$ cat src/sv/lgcu_pkg.sv
// ----------------------------------------------------------------------------
// lgcu_pkg
// Shared types, widths, register indexes and reset values for the growth
// cell update block.
// ----------------------------------------------------------------------------
package lgcu_pkg;

	localparam int VALUE_BITS     = 16;
	localparam int FRAC_BITS      = 12;
	localparam int CFG_INDEX_BITS = 3;
	localparam int CFG_DATA_BITS  = 16;

	typedef logic [VALUE_BITS-1:0] value_t;
	typedef logic [FRAC_BITS-1:0]  frac_t;
	typedef value_t [2:0]          column_t;

	typedef enum logic [CFG_INDEX_BITS-1:0] {
		CFG_THRESHOLD      = 3'd0,
		CFG_GROWTH_STEP    = 3'd1,
		CFG_CONSUMPTION    = 3'd2,
		CFG_REGROWTH       = 3'd3,
		CFG_DECAY_FRACTION = 3'd4
	} cfg_index_t;

	typedef struct packed {
		value_t threshold;
		value_t growth_step;
		value_t consumption;
		value_t regrowth;
		frac_t  decay_fraction;
	} cfg_t;

	typedef struct packed {
		column_t left;
		column_t centre;
		column_t right;
		value_t  food;
	} window_t;

	localparam value_t RST_THRESHOLD      = value_t'(2048);
	localparam value_t RST_GROWTH_STEP    = value_t'(410);
	localparam value_t RST_CONSUMPTION    = value_t'(41);
	localparam value_t RST_REGROWTH       = value_t'(8);
	localparam frac_t  RST_DECAY_FRACTION = frac_t'(410);

endpackage

$ cat src/sv/lichen_growth_cell_update.sv
// ----------------------------------------------------------------------------
// lichen_growth_cell_update
// Cell and food update of a growth automaton over a raster pixel stream.
// ----------------------------------------------------------------------------
// The block takes one pixel per clock unless stalled and returns the update
// of the window center one pixel later, through an input register, window
// registers, one stage of rule logic and an output register. A row's last
// pixel that follows a pending pixel produces two results; the single output
// register takes them in turn while the input waits. Configuration writes
// take effect at once and must only be issued while the block is idle.
module lichen_growth_cell_update (
	input  logic                                 clk,
	input  logic                                 arst_n,
	input  logic                                 cfg_write,
	input  logic [lgcu_pkg::CFG_INDEX_BITS-1:0]  cfg_index,
	input  logic [lgcu_pkg::CFG_DATA_BITS-1:0]   cfg_data,
	input  logic                                 in_valid,
	output logic                                 in_ready,
	input  lgcu_pkg::value_t                     cell_above,
	input  lgcu_pkg::value_t                     cell_here,
	input  lgcu_pkg::value_t                     cell_below,
	input  lgcu_pkg::value_t                     food_here,
	input  logic                                 row_start,
	input  logic                                 row_end,
	output logic                                 out_valid,
	input  logic                                 out_ready,
	output lgcu_pkg::value_t                     new_cell,
	output lgcu_pkg::value_t                     new_food,
	output logic                                 end_of_row
);
	import lgcu_pkg::*;

	cfg_t    cfg_q;
	logic    valid_s1;
	column_t col_s1;
	value_t  food_s1;
	logic    start_s1;
	logic    end_s1;
	logic    phase_q;
	column_t left_q;
	column_t centre_q;
	value_t  food_q;
	logic    fill_q;
	logic    out_valid_q;
	value_t  cell_out_q;
	value_t  food_out_q;
	logic    last_out_q;

	logic    out_ok;
	logic    emit_mid;
	logic    has_out;
	logic    step0;
	logic    step1;
	logic    done_s1;
	logic    load_out;
	logic    last_sel;
	window_t win;
	value_t  rule_cell;
	value_t  rule_food;

	always_ff @(posedge clk or negedge arst_n) begin
		if (!arst_n) begin
			cfg_q.threshold      <= RST_THRESHOLD;
			cfg_q.growth_step    <= RST_GROWTH_STEP;
			cfg_q.consumption    <= RST_CONSUMPTION;
			cfg_q.regrowth       <= RST_REGROWTH;
			cfg_q.decay_fraction <= RST_DECAY_FRACTION;
		end else if (cfg_write) begin
			case (cfg_index_t'(cfg_index))
				CFG_THRESHOLD:      cfg_q.threshold      <= cfg_data[VALUE_BITS-1:0];
				CFG_GROWTH_STEP:    cfg_q.growth_step    <= cfg_data[VALUE_BITS-1:0];
				CFG_CONSUMPTION:    cfg_q.consumption    <= cfg_data[VALUE_BITS-1:0];
				CFG_REGROWTH:       cfg_q.regrowth       <= cfg_data[VALUE_BITS-1:0];
				CFG_DECAY_FRACTION: cfg_q.decay_fraction <= cfg_data[FRAC_BITS-1:0];
				default: begin
				end
			endcase
		end
	end

	assign out_ok   = !out_valid_q || out_ready;
	assign emit_mid = !start_s1 && fill_q;
	assign has_out  = emit_mid || end_s1;
	assign step0    = valid_s1 && !phase_q && (out_ok || !has_out);
	assign step1    = valid_s1 && phase_q && out_ok;
	assign done_s1  = step1 || (step0 && !(emit_mid && end_s1));
	assign load_out = step1 || (step0 && has_out);
	assign in_ready = !valid_s1 || done_s1;

	always_ff @(posedge clk or negedge arst_n) begin
		if (!arst_n) begin
			valid_s1 <= 1'b0;
		end else if (in_ready) begin
			valid_s1 <= in_valid;
		end
	end

	always_ff @(posedge clk) begin
		if (in_ready && in_valid) begin
			col_s1   <= {cell_below, cell_here, cell_above};
			food_s1  <= food_here;
			start_s1 <= row_start;
			end_s1   <= row_end;
		end
	end

	always_ff @(posedge clk or negedge arst_n) begin
		if (!arst_n) begin
			phase_q  <= 1'b0;
			fill_q   <= 1'b0;
			left_q   <= '0;
			centre_q <= '0;
			food_q   <= '0;
		end else begin
			if (step1) begin
				phase_q <= 1'b0;
			end else if (step0 && emit_mid && end_s1) begin
				phase_q <= 1'b1;
			end
			if (step0) begin
				left_q   <= emit_mid ? centre_q : col_s1;
				centre_q <= col_s1;
				food_q   <= food_s1;
				fill_q   <= !end_s1;
			end
		end
	end

	always_comb begin
		win.left   = left_q;
		win.centre = centre_q;
		win.right  = centre_q;
		win.food   = food_q;
		last_sel   = 1'b1;
		if (!phase_q) begin
			if (emit_mid) begin
				win.right = col_s1;
				last_sel  = 1'b0;
			end else begin
				win.left   = col_s1;
				win.centre = col_s1;
				win.right  = col_s1;
				win.food   = food_s1;
			end
		end
	end

	lgcu_rule u_rule (
		.cfg       (cfg_q),
		.win       (win),
		.next_cell (rule_cell),
		.food      (rule_food)
	);

	always_ff @(posedge clk or negedge arst_n) begin
		if (!arst_n) begin
			out_valid_q <= 1'b0;
		end else if (out_ok) begin
			out_valid_q <= load_out;
		end
	end

	always_ff @(posedge clk) begin
		if (load_out) begin
			cell_out_q <= rule_cell;
			food_out_q <= rule_food;
			last_out_q <= last_sel;
		end
	end

	assign out_valid  = out_valid_q;
	assign new_cell   = cell_out_q;
	assign new_food   = food_out_q;
	assign end_of_row = last_out_q;

	// The second result of a row end only exists while its request is held.
	assert property (@(posedge clk) disable iff (!arst_n) phase_q |-> valid_s1)
		else $error("second result pending without a held request");

	// The window is empty while the row-end result is still owed.
	assert property (@(posedge clk) disable iff (!arst_n) phase_q |-> !fill_q)
		else $error("window not closed while the row-end result is pending");

	// The second result is a row-end result that appears at the output.
	assert property (@(posedge clk) disable iff (!arst_n)
		step1 |=> out_valid && end_of_row)
		else $error("row-end result lost");

	// A request leaves the input register only once all its results are in the output register.
	assert property (@(posedge clk) disable iff (!arst_n)
		done_s1 && has_out |=> out_valid)
		else $error("request retired without a result");

endmodule

$ cat src/sv/lgcu_rule.sv
// ----------------------------------------------------------------------------
// lgcu_rule
// Neighbor sum and the grow, consume, decay and regrow rules for the center
// pixel of one three-by-three window.
// ----------------------------------------------------------------------------
module lgcu_rule (
	input  lgcu_pkg::cfg_t    cfg,
	input  lgcu_pkg::window_t win,
	output lgcu_pkg::value_t  next_cell,
	output lgcu_pkg::value_t  food
);
	import lgcu_pkg::*;

	localparam int SUM_BITS  = VALUE_BITS + 2;
	localparam int W_BITS    = VALUE_BITS + 5;
	localparam int S_BITS    = W_BITS - 4;
	localparam int PROD_BITS = VALUE_BITS + FRAC_BITS;

	logic [SUM_BITS-1:0]   corners;
	logic [SUM_BITS-1:0]   sides;
	logic [W_BITS-1:0]     weighted;
	logic [S_BITS-1:0]     nsum;
	logic                  grow;
	logic [VALUE_BITS:0]   grown;
	value_t                y1;
	value_t                f1;
	logic [PROD_BITS-1:0]  prod;
	value_t                y2;
	logic [VALUE_BITS:0]   f_sum;

	assign corners = SUM_BITS'(win.left[0]) + SUM_BITS'(win.left[2])
		+ SUM_BITS'(win.right[0]) + SUM_BITS'(win.right[2]);
	assign sides = SUM_BITS'(win.left[1]) + SUM_BITS'(win.right[1])
		+ SUM_BITS'(win.centre[0]) + SUM_BITS'(win.centre[2]);
	assign weighted = W_BITS'(corners) + W_BITS'(sides) + W_BITS'({sides, 1'b0});
	assign nsum = weighted[W_BITS-1:4];

	assign grow  = (nsum > S_BITS'(cfg.threshold)) && (win.food > cfg.threshold);
	assign grown = {1'b0, win.centre[1]} + {1'b0, cfg.growth_step};

	always_comb begin
		if (!grow) begin
			y1 = win.centre[1];
		end else if (grown[VALUE_BITS]) begin
			y1 = '1;
		end else begin
			y1 = grown[VALUE_BITS-1:0];
		end
	end

	always_comb begin
		if (y1 > cfg.threshold) begin
			f1 = (win.food > cfg.consumption) ? win.food - cfg.consumption : '0;
		end else begin
			f1 = win.food;
		end
	end

	assign prod = PROD_BITS'(y1) * PROD_BITS'(cfg.decay_fraction);
	assign y2 = (f1 < cfg.threshold) ? y1 - prod[PROD_BITS-1:FRAC_BITS] : y1;

	assign f_sum = {1'b0, f1} + {1'b0, cfg.regrowth};

	assign next_cell = y2;
	assign food      = f_sum[VALUE_BITS] ? '1 : f_sum[VALUE_BITS-1:0];

endmodule
$ cat config.mk
export PLATFORM = sky130hd
export DESIGN_NAME = lichen_growth_cell_update
export DESIGN_NICKNAME = d
export VERILOG_FILES = /design/src/sv/lgcu_pkg.sv /design/src/sv/lichen_growth_cell_update.sv /design/src/sv/lgcu_rule.sv
export SDC_FILE = /design/constraint.sdc
export NUM_CORES = 1
export LEC_CHECK = 0
export BUFFER_PORTS_ARGS = -buffer_cell sky130_fd_sc_hd__buf_2
export CAP_MARGIN = 10
export CORE_ASPECT_RATIO = 1.2
export CORE_UTILIZATION = 56
export CTS_CLUSTER_SIZE = 16
export DETAILED_ROUTE_END_ITERATION = 10
export PLACE_DENSITY = 0.73
export SLEW_MARGIN = 20
export SYNTH_ARGS = -nofsm -noshare
export SYNTH_HDL_FRONTEND = slang
export SYNTH_SLANG_ARGS = --single-unit
$ cat constraint.sdc
create_clock -name clk -period 17.7 [get_ports clk]
set_input_delay 0.885 -clock clk [delete_from_list [all_inputs] [get_ports clk]]
set_output_delay 0.885 -clock clk [all_outputs]
set_load 0.01 [all_outputs]
After elaboration in Yosys (flattened, before gate mapping):

Cells that the tools add are included.

* memory bits (writable): 0
* output and inout port bits: 35
* bits in read-only memories: 0
* memories: 0
* input port bits: 90
* latch bits: 0
* flip-flop bits (word level): 291
* word-level logic and storage cells: 91

* reductions and logical operators: 32
* magnitude comparators: 5
* bitwise operators: 0
* shift-type cells: 0
* $add $sub $neg: 12
* div/mod/pow operators: 0
* eq/ne operators: 4
* mux-type cells: 12
* multiply operators: 1

Operators by type and width (count)
* 2-to-1 mux 160 bit: 1
* 2-to-1 mux 16 bit: 6
* 2-to-1 mux 96 bit: 1
* adder 18 x 16 -> 18 bit: 4
* adder 16 x 16 -> 17 bit: 4
* > comparator 16 bit: 3
* 2-to-1 mux 48 bit: 1
* subtractor 16 bit: 2
* multiplier 16 x 12 -> 28 bit: 1
* adder 21 x 19 -> 21 bit: 1
* adder 18 x 18 -> 19 bit: 1
* > comparator 17 x 16 -> 1 bit: 1
* < comparator 16 bit: 1
* logical AND 1 bit: 12
* AND reduction 2 bit: 5
* zero test 1 bit: 7
* equality test 3 x 2 -> 1 bit (second input constant): 2
* logical OR 1 bit: 6
* equality test 3 x 1 -> 1 bit (second input constant): 1
* equality test 3 bit (second input constant): 1
* zero test 3 bit: 1
* 2-to-1 mux 1 bit: 3
* nonzero test 2 bit: 1

Depth between registers and ports, before layout:

Gate-level depths: netlist of the first run.

* word-level depth: 16
* mapped depth: 89
* depth with buffers taken out: 83

Cells and area by module:

Synthesis of the first run repeated with hierarchy kept, for this count alone.

* cells, all modules: 2700
* area, all modules: 27131.0 um^2

By module, submodules not included
* lgcu_rule: times used 1, area an instance 14495.2 um^2, seq. area each 0.0 um^2, cells each 1755
* lichen_growth_cell_update: times used 1, area an instance 12635.9 um^2, seq. area each 7796.2 um^2, cells each 945

Least setup slack after synthesis of the first run:

No wires, ideal clock.

* path type: register to register
* start: register fill_q
* end: register cell_out_q[15] (netlist: new_cell[15]), data pin
* data required time: 17440 ps
* clock period less this slack: 17057 ps
* buffers on the path: 7
* stages on the path, launching flop included: 79
* arrival: 16797 ps
* path slack: 643 ps
* library setup time: 260 ps
* cells stage by stage: dfrtp_1 nor2b_1 clkbuf_1 nor2_1 clkbuf_1 clkbuf_1 buf_1 nand2_1 nand2_1 ha_1 inv_1 fa_1 xor2_1 fa_1 inv_1 ha_1 a21o_1 a21oi_1 [... 43 more ...] inv_1 ha_1 o2111ai_1 o21ai_0 a41oi_1 nand2_1 or2_4 a221o_1 xnor2_1 ha_1 nand3_1 nand3_1 o41ai_1 o2111ai_1 a21oi_1 xnor3_1 nor2_1 xor2_1

* cells in the longest elaborated chain, start to end: 15
* elaborated cells between the ends (all ways): 27
* those cells by class: add/sub: 11; mul: 1; order compare: 5; mux: 8; reduce/logical: 2

RTL lines
* from (decl): RTL line lichen_growth_cell_update.sv:43 `logic fill_q;`
* from (signal assigned): RTL line lichen_growth_cell_update.sv:124 `fill_q <= !end_s1;`
* logical AND 1 bit (*): RTL line lichen_growth_cell_update.sv:82 `assign emit_mid = !start_s1 && fill_q;`
* 2-to-1 mux 96 bit: RTL line lichen_growth_cell_update.sv:136 `if (emit_mid) begin`
* 2-to-1 mux 160 bit (*): RTL line lichen_growth_cell_update.sv:135 `if (!phase_q) begin`
* parallel branches: the longest is 11 deep, another holds multiplier 16 x 12 -> 28 bit
* 2-to-1 mux 16 bit (*): RTL line lgcu_rule.sv:60 `assign y2 = (f1 < cfg.threshold) ? y1 - prod[PROD_BITS-1:FRAC_BITS] : y1;`
* net rule_cell[15]: RTL line lichen_growth_cell_update.sv:58 `value_t rule_cell;`
* to (signal assigned): RTL line lichen_growth_cell_update.sv:165 `cell_out_q <= rule_cell;`
* to (decl): RTL line lichen_growth_cell_update.sv:45 `value_t cell_out_q;`

Mark *: on every way through the listed nets, which the timed path passes.
A chain may end at the register's enable or synchronous reset.

Worst setup path in the final report of the first run:

* start: register start_s1
* end: register cell_out_q[15] (netlist: new_cell[15]), data pin

* cells in the longest elaborated chain, start to end: 16
* elaborated cells between the ends (all ways): 28
* those cells by class: add/sub: 11; mul: 1; order compare: 5; mux: 8; reduce/logical: 3

RTL lines
* from (decl): RTL line lichen_growth_cell_update.sv:37 `logic start_s1;`
* from (signal assigned): RTL line lichen_growth_cell_update.sv:102 `start_s1 <= row_start;`
* zero test 1 bit (*): RTL line lichen_growth_cell_update.sv:82
* logical AND 1 bit (*): RTL line lichen_growth_cell_update.sv:82
* 2-to-1 mux 96 bit: RTL line lichen_growth_cell_update.sv:136
* 2-to-1 mux 160 bit (*): RTL line lichen_growth_cell_update.sv:135
* parallel branches: the longest is 11 deep, another holds multiplier 16 x 12 -> 28 bit
* 2-to-1 mux 16 bit (*): RTL line lgcu_rule.sv:60
* net rule_cell[15]: RTL line lichen_growth_cell_update.sv:58

Marks and branches as above.

==> metrics.txt, run 1 <==
Yosys reg bits 291; pin slew with the least headroom to its limit 0.935 ns; Synth cell types 75; HPWL after DPL 55500 um; async set-reset flop share out of synthesis 66.0%; Mapped Cells 2966; Final Hold Fails 0; top cells by area, synth dfrtp_1, fa_1, ha_1, edfxtp_1, nand2_1; Hold Crit Class in2async; Max Freq 59.5 MHz; Syn Std Cell Area 27600 um2; Final Non-Filler Cells 3745; Reg clk slew, reported paths 0.06 ns; initial DRC count 1384; most common cell after layout, fill and taps aside nand2_1; placed cell area 29000 um2; crit-path max FO 13; Req. time, crit path 18.05 ns; Remaining Overflow, GRT 0; unrepaired setup endpoints after global routing false; Fillers 4029; core area 48300 um2; pin count of the biggest net entering global routing 84; nets 3647; Worst path slowest cell fa_1; Clock Tree Buf Depth 3; Avg Inst Size Synth 9.29 um2; Primary FF master, synth dfrtp_1; initial antenna violation count 0; # port buffers 124; drt pass-1 iters 6; Synth top area share 16.1%; critical path capture point type register; status complete, no violations; GRT Total Usage 28.6%; Slew HR 37.7%; Worst Path Arrival 17.14 ns; FF/Latch Area 7800 um2; H-tree Lvls 1; clock latency on the worst-skew pair 0.62 ns; Design Area, Final 30600 um2; EDFF count, synth 99; Starting Density 57.0%; Die W 204 um; area delta synth->final 11.0%; most frequent cells in the layout nand2_1, inv_1, ha_1; startpoint types register; row cnt 88; Final setup viols 0; Vias 21900; multi-input logic area 18500 um2; post-synth top area cell dfrtp_1; Crit Path Category reg2reg; number of global-route vias before repair 22300; first-pass GRT wire length 113000 um; clock skew 0.0303 ns; Placed Cells 3661; layout cells sized above 1 14.4%; largest stage delay on the critical path 0.54 ns; Sink Count 291; CTS tree yes; Post-CTS Hold Buffers 0; number of synthesis warnings 0; DR vias/cell 5.84; min cycle time layout 16.80 ns; drt drc 0; die boundary height 245 um; Slew Viols, Final 0; WL/cell 19.1 um; routability cong. 0.937; root buffer cell clkbuf_16; DRT Wirelength 71400 um; Final ANT Viol Nets 0; register area share after synthesis 28.3%; max cap viols 0; Die ar. 50100 um2; final period utilization 94.9%; IO Pins 125; Antenna diodes 0; TritonCTS Buffers 30; Net Count, Synth 3522
flip-flops by register name, summed over array words and instances, names as in the netlist:
| name | cells |
|---|---|
| new_food | 16 |
| centre_q | 48 |
| cfg_q | 76 |
| fill_q | 1 |
| col_s1 | 48 |
| end_s1 | 1 |
| left_q | 48 |
| food_s1 | 16 |
| start_s1 | 1 |
| end_of_row | 1 |
| out_valid | 1 |
| phase_q | 1 |
| food_q | 16 |
| new_cell | 16 |
| valid_s1 | 1 |
cells by family after synthesis:
family,count (synthesis),synth area share [%]
AO/OA/AOI/OAI,538,12.7
XOR/XNOR,136,4.40
adder cells (fa/ha/maj),467,26.1
buffers and inverters,419,5.71
flip-flops,291,28.3
multiplexers,213,8.34
AND/OR/NAND/NOR,902,14.4
metal layers:
metal	routed length (um)	track usage, %	part of all wire (%)	vias up
li1	-	-	-	10300
met1	28600	34.7	40	10800
met2	36800	52.1	52	583
met3	3510	3.19	4.9	178
met4	2460	9.92	3.4	0
met5	0	0	0	-
synthesized netlist by cell type, drive strengths merged (19+ instances only):
master  number
nand3       39
xor2        59
a21boi      41
o21ai      183
edfxtp      99
o21a        29
inv        319
mux2i       81
nand2b      28
nand4       19
nor3        40
fa         180
ha         286
nor2b       26
clkbuf      89
a21oi       93
and2        66
xnor2       76
dfrtp      177
nor2       104
a21o        54
mux2       132
nand2      537
worst paths after layout:
| check | endpoint | slack (ns) | cells after the start | from |
|---|---|---|---|---|
| setup / recovery | new_cell[15]$_DFFE_PP_ | 0.90 | 74 | start_s1$_DFFE_PP_ |
| hold / removal | left_q[2]$_DFFE_PN0P_ | 0.28 | 1 | arst_n |
| setup reg to reg | new_cell[15]$_DFFE_PP_ | 0.90 | 74 | start_s1$_DFFE_PP_ |
| hold reg to reg | left_q[8]$_DFFE_PN0P_ | 0.48 | 2 | left_q[8]$_DFFE_PN0P_ |
| max in group asynchronous | cfg_q[18]$_DFFE_PN0P_ | 15.39 | 3 | arst_n |
| min in group clk | col_s1[45]$_DFFE_PP_ | 0.44 | 1 | cell_below[13] |
worst max-delay path: cells and delay by family (launching register included):
family	cells	cell delay (ns)
compound gates	24	5.74
simple gates	23	2.95
flops	1	0.42
buf+inv	7	0.72
fa+ha+maj	14	5.55
xor+xnor	6	1.14
cell type report:
class	count	area share, %
clock inverter	15	0.569
sequential	291	25.5
clock buffer	41	2.83
tap	630	2.58
multi-input combinational	2257	60.5
inverter	319	3.91
timing repair buffer	192	4.08
stage by stage:
stage / setup TNS (ns) / setup slack, ns / hold slack, ns / util (%)
6_report: 0 / 0.903 / 0.280 / 63.3
5_1_grt: 0 / 0.00350 / 0.314 / 63.3
4_1_cts: 0 / 0.116 / 0.282 / 62.2
3_5_place_dp: -0.390 / -0.318 / 0.471 / 60.0
3_3_place_gp: 0 / 0.295 / 0.462 / 60.0
2_1_floorplan: 0 / 0.643 / 0.450 / -
what timing repair did:
| action | CTS | global route |
|---|---|---|
| resized for setup | 2 | 55 |
| pin swaps | 0 | 11 |
| cloned | 0 | 2 |
| endpoints found under the setup margin | 3 | 10 |
| setup buffers | 0 | 24 |
| hold endpoints to repair | 0 | 0 |
Power of run 1 is left out: the tool's default activity adds up to more than one toggle a clock period on the data nets, which glitch-free logic cannot reach.
==> run 2, diff against run 1 <==
--- a/config.mk
+++ b/config.mk
@@ -5,6 +5,7 @@
 export SDC_FILE = /design/constraint.sdc
 export NUM_CORES = 1
 export LEC_CHECK = 0
+export ABC_AREA = 1
 export BUFFER_PORTS_ARGS = -buffer_cell sky130_fd_sc_hd__buf_2
 export CAP_MARGIN = 10
 export CORE_ASPECT_RATIO = 1.2
==> run 2 against run 1 <==
Sequential share of layout area decreased by 0.17 points. Highest routed layer is now met5. Hold slack better by 0.056 ns. Critical path type unchanged. Maximum frequency is 2.3% higher. Register-to-register slack improved by 0.38 ns. Global-route usage grew 1.2 points. Cell area rose by 0.66%. First-iteration DRC count increased by 29%.
==> metrics.txt, run 2 <==
status complete, no violations; Top reg by flops cfg_q; unrepaired setup endpoints after global routing false; Worst path slowest cell buf_4; top-count cell post-synth nand2_1; WL/cell 17.0 um (-11%); die boundary height 249 um (+1.5%); Synth cell types 53 (-29%); critical path capture point type register; Clock Tree Buf Depth 3 (unchanged); Avg Inst Size Synth 7.64 um2 (-18%); Max Freq 60.9 MHz (+2.3%); crit-path max FO 64 (+51); Synth top area share 15.6% (-0.49 points); clock latency on the worst-skew pair 0.56 ns (-0.06 ns); Reg clk slew, reported paths 0.06 ns (about the same); max cap viols 0 (unchanged); GRT Total Usage 29.8% (+1.2 points); startpoint types register; DR vias/cell 5.47 (-6.3%); Worst Path Arrival 16.67 ns (-0.47 ns); Req. time, crit path 17.95 ns (-0.10 ns); root buffer cell clkbuf_16; Fillers 4617 (+15%); Fin Hold WS 0.337 ns (+0.0563 ns); Fin Setup TNS 0 ns (unchanged); Primary FF master, synth dfrtp_1; clock skew 0.0295 ns (-0.000858 ns); Final ANT Viol Nets 0 (unchanged); final period utilization 92.8% (-2.1 points); drt drc 0 (unchanged); Die W 208 um (+1.5%); post-synth top area cell dfrtp_1; initial antenna violation count 4 (+4); Hold Crit Class in2async; Die ar. 51600 um2 (+3.1%); initial DRC count 1780 (+29%); pin slew with the least headroom to its limit 1.05 ns (+0.112 ns); Net Count, Synth 4275 (+21%); DRT Wirelength 75700 um (+6.0%); Final setup viols 0 (unchanged); register area share after synthesis 27.4% (-0.85 points); # port buffers 124 (unchanged); pin count of the biggest net entering global routing 96 (+14%); area delta synth->final 8.36%; row cnt 90 (+2.3%); async set-reset flop share out of synthesis 66.0% (unchanged); HPWL after DPL 59600 um (+7.2%); nets 4351 (+19%); TritonCTS Buffers 34 (+13%); Final Hold Fails 0 (unchanged); Slew Viols, Final 0 (unchanged); drt pass-1 iters 6 (unchanged); placed cell area 29600 um2 (+2.1%); Starting Density 56.6% (-0.43 points); Design Area, Final 30800 um2 (+0.66%); CP most frequent cell nand2_1; most frequent cells in the layout nand2_1, inv_1, o21ai_0; core area 50200 um2 (+3.9%); Slew HR 30.0% (-7.7 points); Yosys reg bits 291 (unchanged); min cycle time layout 16.42 ns (-0.378 ns); layout cells sized above 1 7.17% (-7.3 points); number of synthesis warnings 0 (unchanged); Vias 24400 (+12%); most common library cells after synthesis nand2_1, inv_1, o21ai_0, ha_1, a21oi_1; H-tree Lvls 2 (+1); Remaining Overflow, GRT 0 (unchanged); routability cong. 0.960 (+2.4%); IO Pins 125 (unchanged); EDFF count, synth 99 (unchanged); largest stage delay on the critical path 0.55 ns (about the same); first-pass GRT wire length 122000 um (+7.5%); Sink Count 291 (unchanged); most common cell after layout, fill and taps aside nand2_1; Syn Std Cell Area 28400 um2 (+3.1%); CTS tree yes; Mapped Cells 3719 (+25%); Crit Path Category reg2reg; max FFs per register 76 (unchanged); top cells by area, synth dfrtp_1, fa_1, ha_1, nand2_1, edfxtp_1; number of global-route vias before repair 23900 (+7.3%)
-- run 2: changes by cell type in the layout (fill, tap and decap cells not counted), moves of 81 or more --
cell     change
mux2i_1     -81
a21oi_1    +111
mux2_2     -132
inv_1      +354
o21ai_0    +201
nand2_1    +411
-- run 2: final timing paths --
path | startpoint | to | slack, ns | cells past startpoint
max | start_s1$_DFFE_PP_ | new_cell[13]$_DFFE_PP_ | 1.28 | 87
min | arst_n | left_q[38]$_DFFE_PN0P_ | 0.34 | 1
max reg2reg | start_s1$_DFFE_PP_ | new_cell[13]$_DFFE_PP_ | 1.28 | 87
min reg2reg | food_q[1]$_DFFE_PN0P_ | food_q[1]$_DFFE_PN0P_ | 0.47 | 2
max in group asynchronous | arst_n | phase_q$_DFFE_PN0P_ | 16.00 | 2
min in group clk | food_q[1]$_DFFE_PN0P_ | food_q[1]$_DFFE_PN0P_ | 0.47 | 2
-- run 2: kinds of logic (layout without fill, tap and decap cells) --
family	count (synthesis)	count (layout)	synth area share, %
DFF	291	291	27.4
and+or+nand+nor	1313	1313	18.8
buffers and inverters	795	895	10.6
AOI/OAI and AO/OA	734	734	14.2
other	0	1	0
adders and majority gates	466	466	25.3
xor gates and xnor gates	120	120	3.70
-- run 2: worst max-delay path: cells and delay by family (launching register included) --
family                     cells  cell delay [ns]
AOI/OAI and AO/OA             20             3.42
xor gates and xnor gates       5             0.85
adders and majority gates     13             5.38
buffers and inverters         13             2.10
DFF                            1             0.42
and+or+nand+nor               36             3.90
-- run 2: through the flow --
stage / utilization (%) / setup slack, ns / cells
floorplan: - / 3.63 / 3719
finish: 61.3 / 1.28 / 4464
CTS: 61.3 / 1.23 / 4462
global placement: 59.0 / 1.75 / 4402
global route: 61.3 / 0.00412 / 4464
detailed placement: 59.0 / 1.39 / 4402
-- run 2: metal layers --
layer | global-route usage, % | share of wire (%) | wire length [um]
met5 | 0 | 0.058 | 44
met4 | 13.0 | 4.7 | 3580
met3 | 4.03 | 5.6 | 4250
met2 | 52.1 | 49 | 37000
met1 | 36.8 | 41 | 30900
-- run 2: repair_timing --
item                       4_1_cts  5_1_grt
hold buffers                     0        0
gates resized for setup          0        1
buffers inserted                 0        0
setup endpoints to repair        0        3
-- run 2: final cells by class --
| cell class | instances | area, um2 | area share (%) |
|---|---|---|---|
| multi-input combinational | 2633 | 17600 | 57.3 |
| tap | 644 | 806 | 2.62 |
| inverter | 692 | 2600 | 8.44 |
| timing repair buffer | 143 | 779 | 2.53 |
| clock inverter | 16 | 188 | 0.610 |
| clock buffer | 44 | 971 | 3.15 |
| sequential | 291 | 7800 | 25.3 |
| antenna | 1 | 2.50 | 0.00813 |
Power of run 2 is left out for the same reason.
